<file path="src/rtl/tmf_pkg.sv">
`timescale 1ns / 1ps
`default_nettype none

package tmf_pkg;

    localparam int SAMPLE_BITS    = 10;
    localparam int TAG_BITS       = 3;
    localparam int RESULT_BITS    = 10;
    localparam int WIN_BITS       = 7;
    localparam int DEF_MAX_WINDOW = 64;
    localparam int MIN_WINDOW     = 3;
    localparam int APB_ADDR_BITS  = 3;
    localparam int APB_DATA_BITS  = 32;

    localparam logic [WIN_BITS-1:0] WIN_RESET = 7'd8;

    // Register index decoded from paddr[2].
    localparam logic REG_WINDOW_SAMPLES = 1'b0;

    typedef struct packed {
        logic [SAMPLE_BITS-1:0] sample_value;
        logic [TAG_BITS-1:0]    channel_tag;
    } in_item_t;

    typedef struct packed {
        logic [RESULT_BITS-1:0] filtered_value;
        logic [TAG_BITS-1:0]    result_tag;
    } out_item_t;

    typedef struct packed {
        logic start;
        logic done;
        logic busy;
    } div_status_t;

endpackage

`default_nettype wire

</file>
<file path="src/rtl/trimmed_mean_sample_filter_core.sv">
// Trimmed-mean sample filter. Each request carries one sample and a channel tag; once the
// configured number of samples (window_samples, clamped to 3..MAX_WINDOW) has been taken, the
// smallest and largest are dropped and the remaining sum is divided by the count minus two,
// giving one result with the tag of the last sample. A sample that does not close the window
// is accepted without stalling. Once a closing sample is accepted, in_stall stays high through
// the two trim steps, the divide step and the output step; the divide step is the bit-serial
// restoring divider, which produces one quotient bit per cycle; a further delay follows only
// while an earlier result is still stalled at the output. window_samples is at byte address 0.
`timescale 1ns / 1ps
`default_nettype none

module trimmed_mean_sample_filter_core
    import tmf_pkg::*;
#(
    parameter int MAX_WINDOW = DEF_MAX_WINDOW
)
(
    input  wire logic                     clk,
    input  wire logic                     rst_n,
    input  wire logic                     psel,
    input  wire logic                     penable,
    input  wire logic                     pwrite,
    input  wire logic [APB_ADDR_BITS-1:0] paddr,
    input  wire logic [APB_DATA_BITS-1:0] pwdata,
    output logic [APB_DATA_BITS-1:0]      prdata,
    output logic                          pready,
    input  wire logic                     in_valid,
    output logic                          in_stall,
    input  wire in_item_t                 in_item,
    output logic                          out_valid,
    input  wire logic                     out_stall,
    output out_item_t                     out_item
);

    localparam int CW = $clog2(MAX_WINDOW + 1);
    localparam int SW = SAMPLE_BITS + $clog2(MAX_WINDOW);
    localparam int EW = (CW > WIN_BITS) ? CW : WIN_BITS;

    localparam logic [2:0] ST_IDLE     = 3'd0;
    localparam logic [2:0] ST_TRIM_MIN = 3'd1;
    localparam logic [2:0] ST_TRIM_MAX = 3'd2;
    localparam logic [2:0] ST_DIV      = 3'd3;
    localparam logic [2:0] ST_OUT      = 3'd4;

    logic [2:0]             state_reg;
    logic [2:0]             state_next;
    logic [WIN_BITS-1:0]    window_reg;
    logic [SW-1:0]          sum_reg;
    logic [SW-1:0]          sum_next;
    logic [SAMPLE_BITS-1:0] min_reg;
    logic [SAMPLE_BITS-1:0] min_next;
    logic [SAMPLE_BITS-1:0] max_reg;
    logic [SAMPLE_BITS-1:0] max_next;
    logic [CW-1:0]          count_reg;
    logic [CW-1:0]          count_next;
    logic [CW-1:0]          count_inc;
    logic [TAG_BITS-1:0]    tag_reg;
    logic [RESULT_BITS-1:0] quo_hold_reg;
    logic                   out_valid_reg;
    logic                   out_valid_next;
    out_item_t              out_item_reg;
    logic [EW-1:0]          win_ext;
    logic [EW-1:0]          eff_window;
    logic                   in_accept;
    logic                   cfg_write;
    logic                   out_free;
    logic                   div_start;
    logic [SW-1:0]          div_dividend;
    logic [CW-1:0]          div_divisor;
    logic [SW-1:0]          div_quotient;
    div_status_t            div_status;

    // Configuration register.
    assign pready    = 1'b1;
    assign cfg_write = psel && penable && pwrite && (paddr[2] == REG_WINDOW_SAMPLES);
    assign prdata    = (paddr[2] == REG_WINDOW_SAMPLES) ?
                       APB_DATA_BITS'(window_reg) : '0;

    always_ff @(posedge clk or negedge rst_n)
    begin
        if (!rst_n)
        begin
            window_reg <= WIN_RESET;
        end
        else if (cfg_write)
        begin
            window_reg <= pwdata[WIN_BITS-1:0];
        end
    end

    assign win_ext = EW'(window_reg);

    always_comb
    begin
        if (win_ext < EW'(MIN_WINDOW))
        begin
            eff_window = EW'(MIN_WINDOW);
        end
        else if (win_ext > EW'(MAX_WINDOW))
        begin
            eff_window = EW'(MAX_WINDOW);
        end
        else
        begin
            eff_window = win_ext;
        end
    end

    // Sequencer.
    assign in_stall  = (state_reg != ST_IDLE);
    assign in_accept = in_valid && !in_stall;
    assign count_inc = count_reg + 1'b1;
    assign out_free  = !out_valid_reg || !out_stall;

    assign div_start    = (state_reg == ST_TRIM_MAX);
    assign div_dividend = sum_reg - SW'(max_reg);
    assign div_divisor  = count_reg - CW'(2);

    always_comb
    begin
        state_next     = state_reg;
        sum_next       = sum_reg;
        min_next       = min_reg;
        max_next       = max_reg;
        count_next     = count_reg;
        out_valid_next = out_valid_reg && out_stall;
        case (state_reg)
            ST_IDLE:
            begin
                if (in_accept)
                begin
                    sum_next   = sum_reg + SW'(in_item.sample_value);
                    count_next = count_inc;
                    if (count_reg == '0)
                    begin
                        min_next = in_item.sample_value;
                        max_next = in_item.sample_value;
                    end
                    else
                    begin
                        if (in_item.sample_value < min_reg)
                        begin
                            min_next = in_item.sample_value;
                        end
                        if (in_item.sample_value > max_reg)
                        begin
                            max_next = in_item.sample_value;
                        end
                    end
                    if (EW'(count_inc) >= eff_window)
                    begin
                        state_next = ST_TRIM_MIN;
                    end
                end
            end
            ST_TRIM_MIN:
            begin
                sum_next   = sum_reg - SW'(min_reg);
                state_next = ST_TRIM_MAX;
            end
            ST_TRIM_MAX:
            begin
                state_next = ST_DIV;
            end
            ST_DIV:
            begin
                if (div_status.done)
                begin
                    state_next = ST_OUT;
                end
            end
            ST_OUT:
            begin
                if (out_free)
                begin
                    out_valid_next = 1'b1;
                    sum_next       = '0;
                    min_next       = '0;
                    max_next       = '0;
                    count_next     = '0;
                    state_next     = ST_IDLE;
                end
            end
            default:
            begin
                state_next = ST_IDLE;
            end
        endcase
    end

    always_ff @(posedge clk or negedge rst_n)
    begin
        if (!rst_n)
        begin
            state_reg     <= ST_IDLE;
            sum_reg       <= '0;
            min_reg       <= '0;
            max_reg       <= '0;
            count_reg     <= '0;
            out_valid_reg <= 1'b0;
        end
        else
        begin
            state_reg     <= state_next;
            sum_reg       <= sum_next;
            min_reg       <= min_next;
            max_reg       <= max_next;
            count_reg     <= count_next;
            out_valid_reg <= out_valid_next;
        end
    end

    always_ff @(posedge clk)
    begin
        if (in_accept)
        begin
            tag_reg <= in_item.channel_tag;
        end
        if (state_reg == ST_DIV && div_status.done)
        begin
            quo_hold_reg <= div_quotient[RESULT_BITS-1:0];
        end
        if (state_reg == ST_OUT && out_free)
        begin
            out_item_reg.filtered_value <= quo_hold_reg;
            out_item_reg.result_tag     <= tag_reg;
        end
    end

    tmf_divider #(
        .DW (SW),
        .VW (CW)
    ) u_divider (
        .clk      (clk),
        .rst_n    (rst_n),
        .start    (div_start),
        .dividend (div_dividend),
        .divisor  (div_divisor),
        .status   (div_status),
        .quotient (div_quotient)
    );

    assign out_valid = out_valid_reg;
    assign out_item  = out_item_reg;

    a_out_from_seq : assert property (@(posedge clk) disable iff (!rst_n)
        $rose(out_valid_reg) |-> ($past(state_reg) == ST_OUT))
        else $error("result raised outside the output step");

    a_count_bound : assert property (@(posedge clk) disable iff (!rst_n)
        count_reg <= CW'(MAX_WINDOW))
        else $error("sample count beyond the largest window");

    a_min_max : assert property (@(posedge clk) disable iff (!rst_n)
        (count_reg != '0) |-> (min_reg <= max_reg))
        else $error("window minimum above window maximum");

    a_div_window : assert property (@(posedge clk) disable iff (!rst_n)
        div_status.busy |-> (state_reg == ST_DIV))
        else $error("divider running outside the divide step");

endmodule

`default_nettype wire

</file>
<file path="src/rtl/tmf_divider.sv">
`timescale 1ns / 1ps
`default_nettype none

module tmf_divider
    import tmf_pkg::*;
#(
    parameter int DW = 16,
    parameter int VW = 7
)
(
    input  wire logic          clk,
    input  wire logic          rst_n,
    input  wire logic          start,
    input  wire logic [DW-1:0] dividend,
    input  wire logic [VW-1:0] divisor,
    output div_status_t        status,
    output logic [DW-1:0]      quotient
);

    localparam int CNT_W = $clog2(DW + 1);

    logic [VW-1:0]    rem_reg;
    logic [VW-1:0]    rem_next;
    logic [DW-1:0]    quo_reg;
    logic [DW-1:0]    quo_next;
    logic [VW-1:0]    dvs_reg;
    logic [CNT_W-1:0] cnt_reg;
    logic [CNT_W-1:0] cnt_next;
    logic             busy_reg;
    logic             busy_next;
    logic             done_reg;
    logic             done_next;
    logic [VW:0]      shifted;
    logic [VW:0]      trial;
    logic             borrow;

    // One restoring step per cycle: shift in the next dividend bit and try the subtraction.
    assign shifted = {rem_reg, quo_reg[DW-1]};
    assign trial   = shifted - {1'b0, dvs_reg};
    assign borrow  = trial[VW];

    always_comb
    begin
        rem_next  = rem_reg;
        quo_next  = quo_reg;
        cnt_next  = cnt_reg;
        busy_next = busy_reg;
        done_next = 1'b0;
        if (start)
        begin
            rem_next  = '0;
            quo_next  = dividend;
            cnt_next  = CNT_W'(DW);
            busy_next = 1'b1;
        end
        else if (busy_reg)
        begin
            rem_next = borrow ? shifted[VW-1:0] : trial[VW-1:0];
            quo_next = {quo_reg[DW-2:0], ~borrow};
            cnt_next = cnt_reg - 1'b1;
            if (cnt_reg == CNT_W'(1))
            begin
                busy_next = 1'b0;
                done_next = 1'b1;
            end
        end
    end

    always_ff @(posedge clk or negedge rst_n)
    begin
        if (!rst_n)
        begin
            busy_reg <= 1'b0;
            done_reg <= 1'b0;
            cnt_reg  <= '0;
        end
        else
        begin
            busy_reg <= busy_next;
            done_reg <= done_next;
            cnt_reg  <= cnt_next;
        end
    end

    always_ff @(posedge clk)
    begin
        rem_reg <= rem_next;
        quo_reg <= quo_next;
        if (start)
        begin
            dvs_reg <= divisor;
        end
    end

    assign status.start = start;
    assign status.done  = done_reg;
    assign status.busy  = busy_reg;
    assign quotient     = quo_reg;

    a_start_busy : assert property (@(posedge clk) disable iff (!rst_n)
        start |=> busy_reg)
        else $error("divider did not go busy after start");

    a_done_rem : assert property (@(posedge clk) disable iff (!rst_n)
        done_reg |-> (rem_reg < dvs_reg))
        else $error("divider remainder not below divisor");

    a_done_idle : assert property (@(posedge clk) disable iff (!rst_n)
        done_reg |-> !busy_reg)
        else $error("divider done while still busy");

endmodule

`default_nettype wire
</file>
<file path="config.mk">
export PLATFORM = sky130hd
export DESIGN_NAME = trimmed_mean_sample_filter_core
export DESIGN_NICKNAME = d
export VERILOG_FILES = /design/src/rtl/tmf_pkg.sv /design/src/rtl/trimmed_mean_sample_filter_core.sv /design/src/rtl/tmf_divider.sv
export SDC_FILE = /design/constraint.sdc
export NUM_CORES = 1
export LEC_CHECK = 0
export BUFFER_PORTS_ARGS = -buffer_cell sky130_fd_sc_hd__buf_4
export CAP_MARGIN = 20
export CORE_MARGIN = 2
export CORE_UTILIZATION = 63
export DETAILED_ROUTE_END_ITERATION = 10
export PLACE_DENSITY_LB_ADDON = 0.15
export SKIP_CTS_REPAIR_TIMING = 1
export SYNTH_ARGS = -nofsm -noshare
export SYNTH_HDL_FRONTEND = slang
export SYNTH_SLANG_ARGS = --single-unit
</file>
<file path="constraint.sdc">
create_clock -name clk -period 5.18 [get_ports clk]
set_clock_uncertainty 0.05 [all_clocks]
set_input_delay 0.259 -clock clk [delete_from_list [all_inputs] [get_ports clk]]
set_output_delay 0.259 -clock clk [all_outputs]
set_load 0.1 [all_outputs]
</file>
After elaboration in Yosys (flattened, before gate mapping). Index checks and enable logic that the tools add are counted.

$add $sub $neg: 7. Magnitude comparators: 5. Equality and inequality tests: 11. Mux-type cells: 36. Bitwise logic cells: 2. Reductions and logical operators: 22.

Operators by type and width (number): $mux 10 (7); $mux 16 (4); $pmux 16 s3 (1); $mux 7 (6); $pmux 10 s2 (2); $sub 16x10->16 (2); $add 16x10->16 (1); $pmux 3 s5 (1); $pmux 7 s2 (1); $mux 3 (4); $reduce_and 4->1 (3); $gt 10x10->1 (1); $lt 10x10->1 (1); $mux 5 (2); $mux 1 (8); $sub 8x7->8 (1); $add 7x1->7 const B (1); $ge 7x7->1 (1); $gt 7x7->1 const B (1); $logic_and 1x1->1 (7); $logic_not 7->1 (1); $lt 7x2->1 const B (1); $sub 7x2->7 const B (1); $eq 3x2->1 const B (2); other kinds (14) (23).

Register bits: 117. Input bits: 55. Output and inout port bits: 48. Word-level logic and storage cells: 100.

Logic depth before layout (Yosys ltp).
Word-level depth: 7. Gate-level depth with buffers: 17.

Cells and area by module. A second synthesis with hierarchy kept.

Cells, all modules: 738. Area total of the unflattened synthesis: 7485.9 um2.

By module, submodules not included: trimmed_mean_sample_filter_core (times used 1, cells an instance 571, area each 5534.1 um2, sequential area each 2133.3 um2); tmf_divider (times used 1, cells an instance 167, area each 1951.9 um2, sequential area each 1006.0 um2).

Least setup slack after synthesis. Ideal clock, no wire load.

Kind: flip-flop to flip-flop. From: reg state_reg[2]. To: reg sum_reg[15]. Library setup time: 0.128 ns. Arrival time: 2.772 ns. Slack: 2.230 ns. Stages on the path, launching flop included: 16. Path buffers: 2. Period minus slack after synthesis: 2.950 ns. Cell sequence: dfrtp_1 > clkbuf_1 > nor2_1 > nand2_1 > clkbuf_1 > o21ai_0 > inv_1 > ha_1 > nor2b_1 > o31ai_1 > a21oi_1 > a21oi_1 > o21ai_1 > xnor2_1 > a21oi_1 > o22ai_1.

Word-level cells in the longest chain between the ends: 5. Elaborated cells between the ends (all ways): 11.

Ends and longest elaborated chain: from (decl) (RTL line trimmed_mean_sample_filter_core.sv:45) `logic [2:0] state_reg;`; from (signal assigned) (RTL line trimmed_mean_sample_filter_core.sv:204) `state_reg <= state_next;`; $reduce_bool 3->1 (RTL line trimmed_mean_sample_filter_core.sv:110) `assign in_stall = (state_reg != ST_IDLE);`; $logic_not 1->1 (RTL line trimmed_mean_sample_filter_core.sv:111) `assign in_accept = in_valid && !in_stall;`; $logic_and 1x1->1 (RTL line trimmed_mean_sample_filter_core.sv:111); $ne 2x2->1 (no line); $reduce_and 3->1 (no line); to (signal assigned) (RTL line trimmed_mean_sample_filter_core.sv:205) `sum_reg <= sum_next;`; to (decl) (RTL line trimmed_mean_sample_filter_core.sv:48) `logic [SW-1:0] sum_reg;`.

Several ways; a longest one is shown, not always the timed one. A chain may end at the register's enable or synchronous reset.

Worst setup path in the final report. Ends and elaborated chain as after synthesis.

==> metrics.txt <==
# TYPE chip_impl_metric gauge
chip_impl_info{name="startpoint_type",value="flip-flop"} 1
chip_impl_metric{name="synth_cell_types",unit=""} 64
chip_impl_metric{name="largest_net_degree_at_the_start_of_global_routing",unit=""} 62
chip_impl_metric{name="drt_via_density",unit=""} 5.65
chip_impl_info{name="tritoncts",value="yes"} 1
chip_impl_metric{name="synth_enable_flop_cells",unit=""} 49
chip_impl_metric{name="leakagePower",unit="nW"} 3.76
chip_impl_info{name="outcome",value="completed"} 1
chip_impl_metric{name="ioPinCount",unit=""} 103
chip_impl_metric{name="largest_fanout_on_the_critical_path",unit=""} 21
chip_impl_metric{name="antenna_left",unit=""} 0
chip_impl_metric{name="cellPowerDensity",unit="mW/mm2"} 669
chip_impl_metric{name="holdWs",unit="ns"} 0.0327
chip_impl_metric{name="layout.area.seq",unit="mm2"} 0.00314
chip_impl_metric{name="syn_to_final_growth",unit="%"} 14.3
chip_impl_metric{name="ys_warn_count",unit=""} 0
chip_impl_metric{name="place_congestion",unit=""} 0.932
chip_impl_metric{name="place_hpwl",unit="um"} 10400
chip_impl_metric{name="diodes",unit=""} 0
chip_impl_metric{name="drive_above_1_share",unit="%"} 13.7
chip_impl_metric{name="global_route.overflow_total",unit=""} 0
chip_impl_metric{name="synth.cell_area",unit="mm2"} 0.00723
chip_impl_metric{name="post-route-min-period",unit="ns"} 3.53
chip_impl_metric{name="syn-mean-instance-area",unit="um2"} 10.1
chip_impl_metric{name="layout.core_utilization",unit="%"} 73.0
chip_impl_metric{name="grt_first_pass_wirelength",unit="um"} 24300
chip_impl_metric{name="met1_length",unit="um"} 6600
chip_impl_metric{name="finalSetupTns",unit="ns"} 0
chip_impl_metric{name="drt-wirelength-per-cell",unit="um"} 15.5
chip_impl_metric{name="ctsLongestPathBuffers",unit=""} 2
chip_impl_metric{name="first_pass_iters",unit=""} 5
chip_impl_metric{name="postPlaceCellArea",unit="mm2"} 0.00762
chip_impl_metric{name="hold_viol",unit=""} 0
chip_impl_metric{name="num-nets-final",unit=""} 891
chip_impl_info{name="end_kind",value="flip-flop"} 1
chip_impl_metric{name="cts_buffers",unit=""} 17
chip_impl_metric{name="detailroute.via_count",unit=""} 5219
chip_impl_metric{name="floorplan.rows",unit=""} 39
chip_impl_metric{name="via_count_of_the_first_global_routing_pass",unit=""} 5146
chip_impl_metric{name="ys_ff_latch",unit=""} 117
chip_impl_metric{name="drt_wl_total",unit="um"} 14400
chip_impl_metric{name="wl_met3",unit="um"} 649
chip_impl_info{name="cts_root_buffer",value="clkbuf_16"} 1
chip_impl_metric{name="die_y",unit="um"} 111
chip_impl_metric{name="multiInputGateArea",unit="mm2"} 0.00374
chip_impl_metric{name="drt_drc_violations_left",unit=""} 0
chip_impl_metric{name="worst_skew_pair.late_latency",unit="ns"} 0.41
chip_impl_metric{name="timing.critical_path.arrival",unit="ns"} 3.81
chip_impl_metric{name="min_period_over_period",unit="%"} 68.2
chip_impl_metric{name="setup-violations-final",unit=""} 0
chip_impl_metric{name="detail_route_met2_wl",unit="um"} 6810
chip_impl_info{name="top_layer_used",value="met4"} 1
chip_impl_metric{name="n_fill_cell",unit=""} 815
chip_impl_metric{name="core_region_area",unit="mm2"} 0.0113
chip_impl_metric{name="data_required_time_of_the_worst_path",unit="ns"} 5.45
chip_impl_metric{name="worstMarginPinSlew",unit="ns"} 0.808
chip_impl_metric{name="drv_slew",unit=""} 0
chip_impl_metric{name="register_area_share_after_synthesis",unit="%"} 43.4
chip_impl_metric{name="regToRegSetupSlack",unit="ns"} 1.65
chip_impl_info{name="critical_path_class",value="reg2reg"} 1
chip_impl_metric{name="relSlewSlack",unit="%"} 45.9
chip_impl_metric{name="number_of_antenna_violations_at_the_first_check_in_global_routing",unit=""} 0
chip_impl_info{name="mostFrequentLayoutCells",value="nand2_1 (65), ha_1 (65), dfrtp_1 (60)"} 1
chip_impl_metric{name="starting_utilization_of_the_core_area",unit="%"} 63.9
chip_impl_metric{name="portBuffers",unit=""} 49
chip_impl_metric{name="post-route-cell-area",unit="mm2"} 0.00827
chip_impl_metric{name="synth_async_sr_flop_share",unit="%"} 52.1
chip_impl_info{name="setup_repair_after_global_routing_missed_its_margin",value="no"} 1
chip_impl_info{name="ys.flop_type",value="dfrtp_1"} 1
chip_impl_metric{name="global_route.usage.total",unit="%"} 24.5
chip_impl_metric{name="cts.htree.levels",unit=""} 4
chip_impl_metric{name="fp.dieW",unit="um"} 111
chip_impl_metric{name="floorplan.die_area",unit="mm2"} 0.0123
chip_impl_metric{name="irDropWorstVdd",unit="mV"} 0.435
chip_impl_info{name="worstHoldPathType",value="in2reg"} 1
chip_impl_metric{name="fmaxAchievable",unit="MHz"} 283
chip_impl_metric{name="cts.reportedPaths.clkPinSlew",unit="ns"} 0.05
chip_impl_metric{name="synth_cells",unit=""} 713
chip_impl_metric{name="max-cap-violations",unit=""} 0
chip_impl_metric{name="drt_iter0_markers",unit=""} 500
chip_impl_metric{name="cts_num_sinks",unit=""} 117
area by class of cell:
type                       count  area share, %
multi-input combinational    531           45.3
sequential                   117           38.0
clock buffer                  21           5.45
timing repair buffer          56           5.21
tap                          143           2.16
inverter                      45           2.04
clock inverter                11           1.89
worst max-delay path: stages, from the launching register on:
cell	delay (ns)
dfrtp_1	0.48
nor2_1	0.24
nand2_1	0.35
o21ai_0	0.47
inv_1	0.09
ha_1	0.28
nor2b_1	0.14
o31ai_1	0.34
a21oi_1	0.16
a21oi_1	0.24
o21ai_1	0.12
xnor2_1	0.23
a21oi_1	0.11
o22ai_1	0.15
power by group:
group	switching (mW)	total [mW]	internal, mW
combinational	1.51	2.67	1.16
sequential	0.286	1.66	1.38
clock	0.394	1.20	0.810
total	2.19	5.53	3.34
logic make-up (layout without fill, tap and decap cells):
logic type      Yosys count  count (layout)  synth area share, %
other cells               2              26                0.104
buf+inv                  89             133                 6.07
compound gates          161             161                 14.2
mux                      33              33                 5.57
flops                   117             117                 43.4
simple gates            197             197                 12.9
xor+xnor                 46              46                 5.68
fa+ha+maj                68              68                 12.1
stage by stage:
stage | total power [mW] | std cells | setup slack [ns]
after floorplan | 3.76 | 737 | 2.23
after global placement | 4.14 | 888 | 1.78
after detailed placement | 4.28 | 888 | 1.70
after CTS | 5.54 | 920 | 1.69
after global routing | 5.98 | 924 | 1.18
final | 5.53 | 924 | 1.65
worst paths after layout:
path,to,start,depth (start not counted)
min in group asynchronous,win_ext[6]$_DFFE_PN0P_,rst_n,2
worst min register to register,out_item[5]$_DFFE_PP_,quo_hold_reg[2]$_DFFE_PP_,0
max in group asynchronous,sum_reg[13]$_DFFE_PN0P_,rst_n,2
worst min-delay path,win_ext[1]$_DFFE_PN0P_,pwdata[1],2
worst max register to register,sum_reg[15]$_DFFE_PN0P_,state_reg[2]$_DFFE_PN0P_,13
worst max-delay path,sum_reg[15]$_DFFE_PN0P_,state_reg[2]$_DFFE_PN0P_,13
metal layers:
metal  vias up  global-route usage (%)
met3        24                    6.62
met1      2481                    32.2
li1       2583                       -
met4         0                    8.64
met5         -                       0
met2       131                    39.4
cells in the mapped netlist, types with 12 or more instances:
cell type   n  area, um2
ha_1       65        813
nand2_1    65        244
dfrtp_1    60       1500
edfxtp_1   49       1470
nor2_1     45        169
o21ai_0    42        210
inv_1      41        154
a21oi_1    32        160
xnor2_1    27        236
buf_4      26        195
o21ai_1    24        120
xor2_1     18        158
clkbuf_1   16       60.1
nor2b_1    16        100
nor3_1     16       80.1
a21o_1     15        113
nand2b_1   13       81.3
nand3_1    12       60.1
No activity file was read; power rests on OpenSTA's default activity.
